===== config.mk =====
export PLATFORM = sky130hd
export DESIGN_NAME = rsplit_div
export DESIGN_NICKNAME = d
export VERILOG_FILES = /design/src/design/rsplit_pkg.sv /design/src/design/rsplit_div.sv
export SDC_FILE = /design/constraint.sdc
export NUM_CORES = 1
export LEC_CHECK = 0
export BUFFER_PORTS_ARGS = -buffer_cell sky130_fd_sc_hd__buf_2
export CORE_AREA = 3 3 84 86
export DETAILED_ROUTE_END_ITERATION = 16
export DIE_AREA = 0 0 87 89
export MAX_ROUTING_LAYER = met4
export PLACE_DENSITY = 0.74
export SYNTH_ARGS = -nofsm -noshare
export SYNTH_HDL_FRONTEND = slang
export SYNTH_SLANG_ARGS = --single-unit

===== constraint.sdc =====
create_clock -name clk_i -period 2.21 [get_ports clk_i]
set_input_delay 0.442 -clock clk_i [delete_from_list [all_inputs] [get_ports clk_i]]
set_output_delay 0.442 -clock clk_i [all_outputs]
set_load 0.02 [all_outputs]

===== src/design/rsplit_pkg.sv =====
// Shared types and constants of the rectangle split table.
`timescale 1ns / 1ps
package rsplit_pkg;

  // Default table depth.
  localparam int unsigned MAX_RECTS_DEF = 256;

  // Serial divider widths: a 33-bit magnitude over a cell count of up to 256.
  localparam int unsigned DIV_NUM_W = 33;
  localparam int unsigned DIV_DEN_W = 9;

  // One table entry as it sits in the memory.
  typedef struct packed {
    logic [31:0] left;
    logic [31:0] right;
    logic [31:0] bottom;
    logic [31:0] top;
    logic [31:0] share;
  } rect_t;

  localparam int unsigned RECT_W = $bits(rect_t);

  typedef enum logic [2:0] {
    ST_OK    = 3'd0,
    ST_SMALL = 3'd1,
    ST_FULL  = 3'd2,
    ST_INDEX = 3'd3,
    ST_GRID  = 3'd4
  } status_e;

  typedef enum logic [1:0] {
    REQ_SPLIT = 2'd0,
    REQ_GRID  = 2'd1,
    REQ_READ  = 2'd2,
    REQ_NONE  = 2'd3
  } req_e;

  typedef enum logic [2:0] {
    CFG_MIN_SIZE = 3'd0,
    CFG_BX_MIN   = 3'd1,
    CFG_BX_MAX   = 3'd2,
    CFG_BY_MIN   = 3'd3,
    CFG_BY_MAX   = 3'd4
  } cfg_e;

  typedef enum logic [3:0] {
    S_IDLE,
    S_RD_OUT,
    S_SP_D,
    S_SP_M1,
    S_SP_M2,
    S_SP_CHK,
    S_SP_WR,
    S_GR_DX,
    S_GR_DY,
    S_GR_SH,
    S_GR_FILL,
    S_EMIT
  } state_e;

endpackage


===== src/design/rsplit_div.sv =====
// Restoring unsigned divider that retires one quotient bit per cycle.
`timescale 1ns / 1ps
module rsplit_div
  import rsplit_pkg::*;
(
  input  logic                 clk_i,
  input  logic                 rst_ni,
  input  logic                 start_i,
  input  logic [DIV_NUM_W-1:0] num_i,
  input  logic [DIV_DEN_W-1:0] den_i,
  output logic                 done_o,
  output logic [DIV_NUM_W-1:0] quo_o,
  output logic [DIV_DEN_W-1:0] rem_o
);

  localparam int unsigned CNT_W = $clog2(DIV_NUM_W);

  logic                 busy_q;
  logic                 done_q;
  logic [CNT_W-1:0]     cnt_q;
  logic [DIV_NUM_W-1:0] num_q;
  logic [DIV_DEN_W-1:0] den_q;
  logic [DIV_DEN_W-1:0] rem_q;
  logic [DIV_DEN_W:0]   trial;
  logic                 ge;

  // Shift the next dividend bit into the partial remainder and try a subtract.
  assign trial = {rem_q, num_q[DIV_NUM_W-1]};
  assign ge    = trial >= {1'b0, den_q};

  always_ff @(posedge clk_i or negedge rst_ni) begin
    if (!rst_ni) begin
      busy_q <= 1'b0;
      done_q <= 1'b0;
      cnt_q  <= '0;
    end else begin
      done_q <= 1'b0;
      if (start_i) begin
        busy_q <= 1'b1;
        cnt_q  <= '0;
      end else if (busy_q) begin
        cnt_q <= cnt_q + 1'b1;
        if (cnt_q == CNT_W'(DIV_NUM_W - 1)) begin
          busy_q <= 1'b0;
          done_q <= 1'b1;
        end
      end
    end
  end

  // Datapath: the dividend register fills with quotient bits as it empties.
  always_ff @(posedge clk_i) begin
    if (start_i) begin
      num_q <= num_i;
      den_q <= den_i;
      rem_q <= '0;
    end else if (busy_q) begin
      num_q <= {num_q[DIV_NUM_W-2:0], ge};
      rem_q <= ge ? DIV_DEN_W'(trial - {1'b0, den_q}) : trial[DIV_DEN_W-1:0];
    end
  end

  assign done_o = done_q;
  assign quo_o  = num_q;
  assign rem_o  = rem_q;

endmodule


==> results.yml <==
status:
  status: "finished with violations"
  violations: "setup timing"
timing:
  setup_viol: 4
  tns_ns: -0.0573
  whs_ns: 0.283
  fin_ws_ns: -0.0428
  hold_viol: 0
  period_share: 1.02
  rsz0062_at_grt: "yes"
  timing.final.crit_period_ns: 2.25
  finClkSkew_ns: 0.00518
  slew_violations: 0
  worstMarginPinSlew_ns: 0.433
  slew-limit-headroom: 0.711
  max_freq_mhz: 444
drt:
  wl_mm: 6.60
  drtIter0Drc: 87
  drc: 0
  ant_nets: 0
  viasPerCell: 5.26
  num_vias: 2213
  drt_pre_antenna_iters: 4
  wl_per_cell_um: 15.7
worst_setup_path:
  crit_end: "rem_o[6]"
  critPathLaunch: "quo_o[32]"
  worstPathRequired_ns: 2.43
  crit_path_max_fanout: 7
  ff2ff_path_depth: 10
  crit_path_start_kind: "flip-flop"
  reg2reg_from: "quo_o[32]"
  worstSetupPathType: "reg -> reg"
  cp-end-kind: "flip-flop"
  worstReg2RegEnd: "rem_o[6]"
  crit_arrival_ns: 2.47
  reg2reg_setup_slack_ns: -0.04
die:
  die_area_mm2: 0.00774
  rows: 29
  coreArea_mm2: 0.00635
  initial_core_util: 0.459
  fp.dieW_um: 87
  io_pins: 88
  die_h_um: 89
power_and_ir_drop:
  switching_share: 0.335
  power.density_mw_per_mm2: 1060
  p_int_mw: 2.72
  seq_power_share: 0.362
  p_clk_frac: 0.246
  switchingPower_mw: 1.37
  p_leak_nw: 1.73
  irDropWorstVdd_mv: 0.681
  p_comb_frac: 0.392
yosys:
  synth_edf_count: 42
  yosys.cell_count.top_type: "edfxtp_1"
  synth_seq_area_share: 0.563
  synthFlopType: "edfxtp_1"
  synth_cells: 229
  syn_area_mm2: 0.00291
  yosysTopAreaCell: "edfxtp_1"
  yosysWarnings: 0
  synth_commonest_cells: "edfxtp_1, mux2_2, nor2_1, inv_1, ha_1"
  synth_area_leaders: "edfxtp_1, mux2_2, dfrtp_1, dfxtp_1, ha_1"
  yosysTopAreaCellShare: 0.433
  syn_area_per_cell_um2: 12.7
  syn_nets: 286
  ys_types: 44
  synthArstFlopShare: 0.136
  synth-seq-cells: 59
clocking:
  cts_root_buf: "clkbuf_8"
  clk_pin_slew_ns: 0.07
  worstSkewPairLatency_ns: 0.33
  cts-htree-levels: 3
  cts_tree: "yes"
  cts_buffers: 9
  cts_max_path_buffers: 2
  numClockSinks: 59
global_route:
  grt_pass1_wl_mm: 10.9
  grt_start_max_net_pins: 36
  track_usage: 0.191
  antenna_found_initial: 0
  overflow: 0
  grt_pass1_vias: 2365
place:
  gp_congestion: 0.869
  dp_hpwl_mm: 4.74
  numPortBuffers: 87
  pre_cts_ws_ns: -0.0229
final_layout:
  drive_above_1_share: 0.497
  n_antenna_cell: 0
  final_util: 0.606
  n_fill_cell: 514
  layout.nets: 396
  area_growth_pct: 32.1
  multiInputGateArea_mm2: 0.00122
  regArea_mm2: 0.00164
hold_path:
  min_path_cells: 1
  hold_path_class: "in -> reg"
job:
  drv_cap: 0
-- cell type report --
class / instances / share of cell area
clock buffers: 12 / 0.0403
clock inverters: 4 / 0.0127
inverters: 16 / 0.0156
multi-input cells: 143 / 0.316
flip-flops and latches: 59 / 0.426
well taps: 77 / 0.0250
repair buffers: 110 / 0.164
-- registers in the layout, summed over array words and instances (netlist names) --
name	flops
busy_q	1
cnt_q	6
den_q	9
done_o	1
quo_o	33
rem_o	9
-- metal layers --
layer | share of wire | track usage | up-vias
met1 | 0.44 | 0.243 | 1056
met2 | 0.46 | 0.287 | 81
met5 | 0 | - | -
met3 | 0.072 | 0.0535 | 13
met4 | 0.021 | 0.0807 | 0
li1 | - | - | 1063
-- power groups by stage --
stage                     clock network (mW)  registers, mW  logic (mW)
after floorplan                            0           1.66       0.779
after global placement                     0           1.50        1.36
after detailed placement                   0           1.50        1.41
after CTS                               1.03           1.48        1.54
after global routing                    1.09           1.50        1.74
final                                   1.00           1.48        1.60
-- layout by cell type (no fill, tap or decap), types with 3 or more instances in the layout --
cell type | Yosys | layout
buf_2 | 1 | 87
edfxtp_1 | 42 | 42
mux2_2 | 32 | 32
nor2_1 | 23 | 23
buf_4 | 0 | 19
inv_1 | 16 | 14
clkbuf_8 | 0 | 11
ha_1 | 11 | 10
dfxtp_1 | 9 | 9
nand2_1 | 8 | 8
dfrtp_1 | 8 | 8
a21oi_1 | 7 | 7
mux2i_1 | 8 | 7
xor2_1 | 6 | 6
a211oi_1 | 6 | 5
a311oi_2 | 1 | 4
o211ai_1 | 3 | 3
o21ai_0 | 3 | 3
-- through the flow --
stage | cell area (µm²) | std cells | power [mW]
global placement | 3540 | 398 | 2.85
CTS | 3800 | 420 | 4.04
finish | 3850 | 421 | 4.08
detailed placement | 3540 | 398 | 2.90
global route | 3850 | 421 | 4.33
floorplan | 2920 | 229 | 2.44
-- cells by family (layout without fill, tap and decap cells) --
group	Yosys count	count (layout)	synth area share
adder cells (fa/ha/maj)	12	12	0.0541
flip-flops	59	59	0.563
buffers and inverters	27	142	0.0378
XOR/XNOR	8	8	0.0240
multiplexers	40	40	0.151
AO/OA/AOI/OAI	33	33	0.0854
AND/OR/NAND/NOR	50	50	0.0842
-- critical path, stage by stage, from the launching register on --
cell      delay [ns]
edfxtp_1        0.40
inv_2           0.08
ha_4            0.12
inv_2           0.04
fa_2            0.36
a211oi_2        0.27
o21a_1          0.20
o211a_4         0.22
buf_6           0.15
mux2i_2         0.22
a211oi_2        0.08
-- how the worst min path moves through the flow --
stage              from        to  slack (ns)
2_1_floorplan    rst_ni    busy_q        0.15
3_3_place_gp     rst_ni  cnt_q[5]        0.29
3_5_place_dp     rst_ni  cnt_q[3]        0.30
4_1_cts        den_i[5]  den_q[5]        0.27
5_1_grt        den_i[3]  den_q[3]        0.26
6_report       den_i[6]  den_q[6]        0.28
-- timing repair --
item                                   CTS  global route
setup buffers                            5             1
gates resized for setup                  3            10
endpoints found under the hold margin    8             0
setup endpoints to repair                3            10
pin swaps                                2             9
hold buffers                             1             0
No activity file was read; power rests on OpenSTA's default activity.
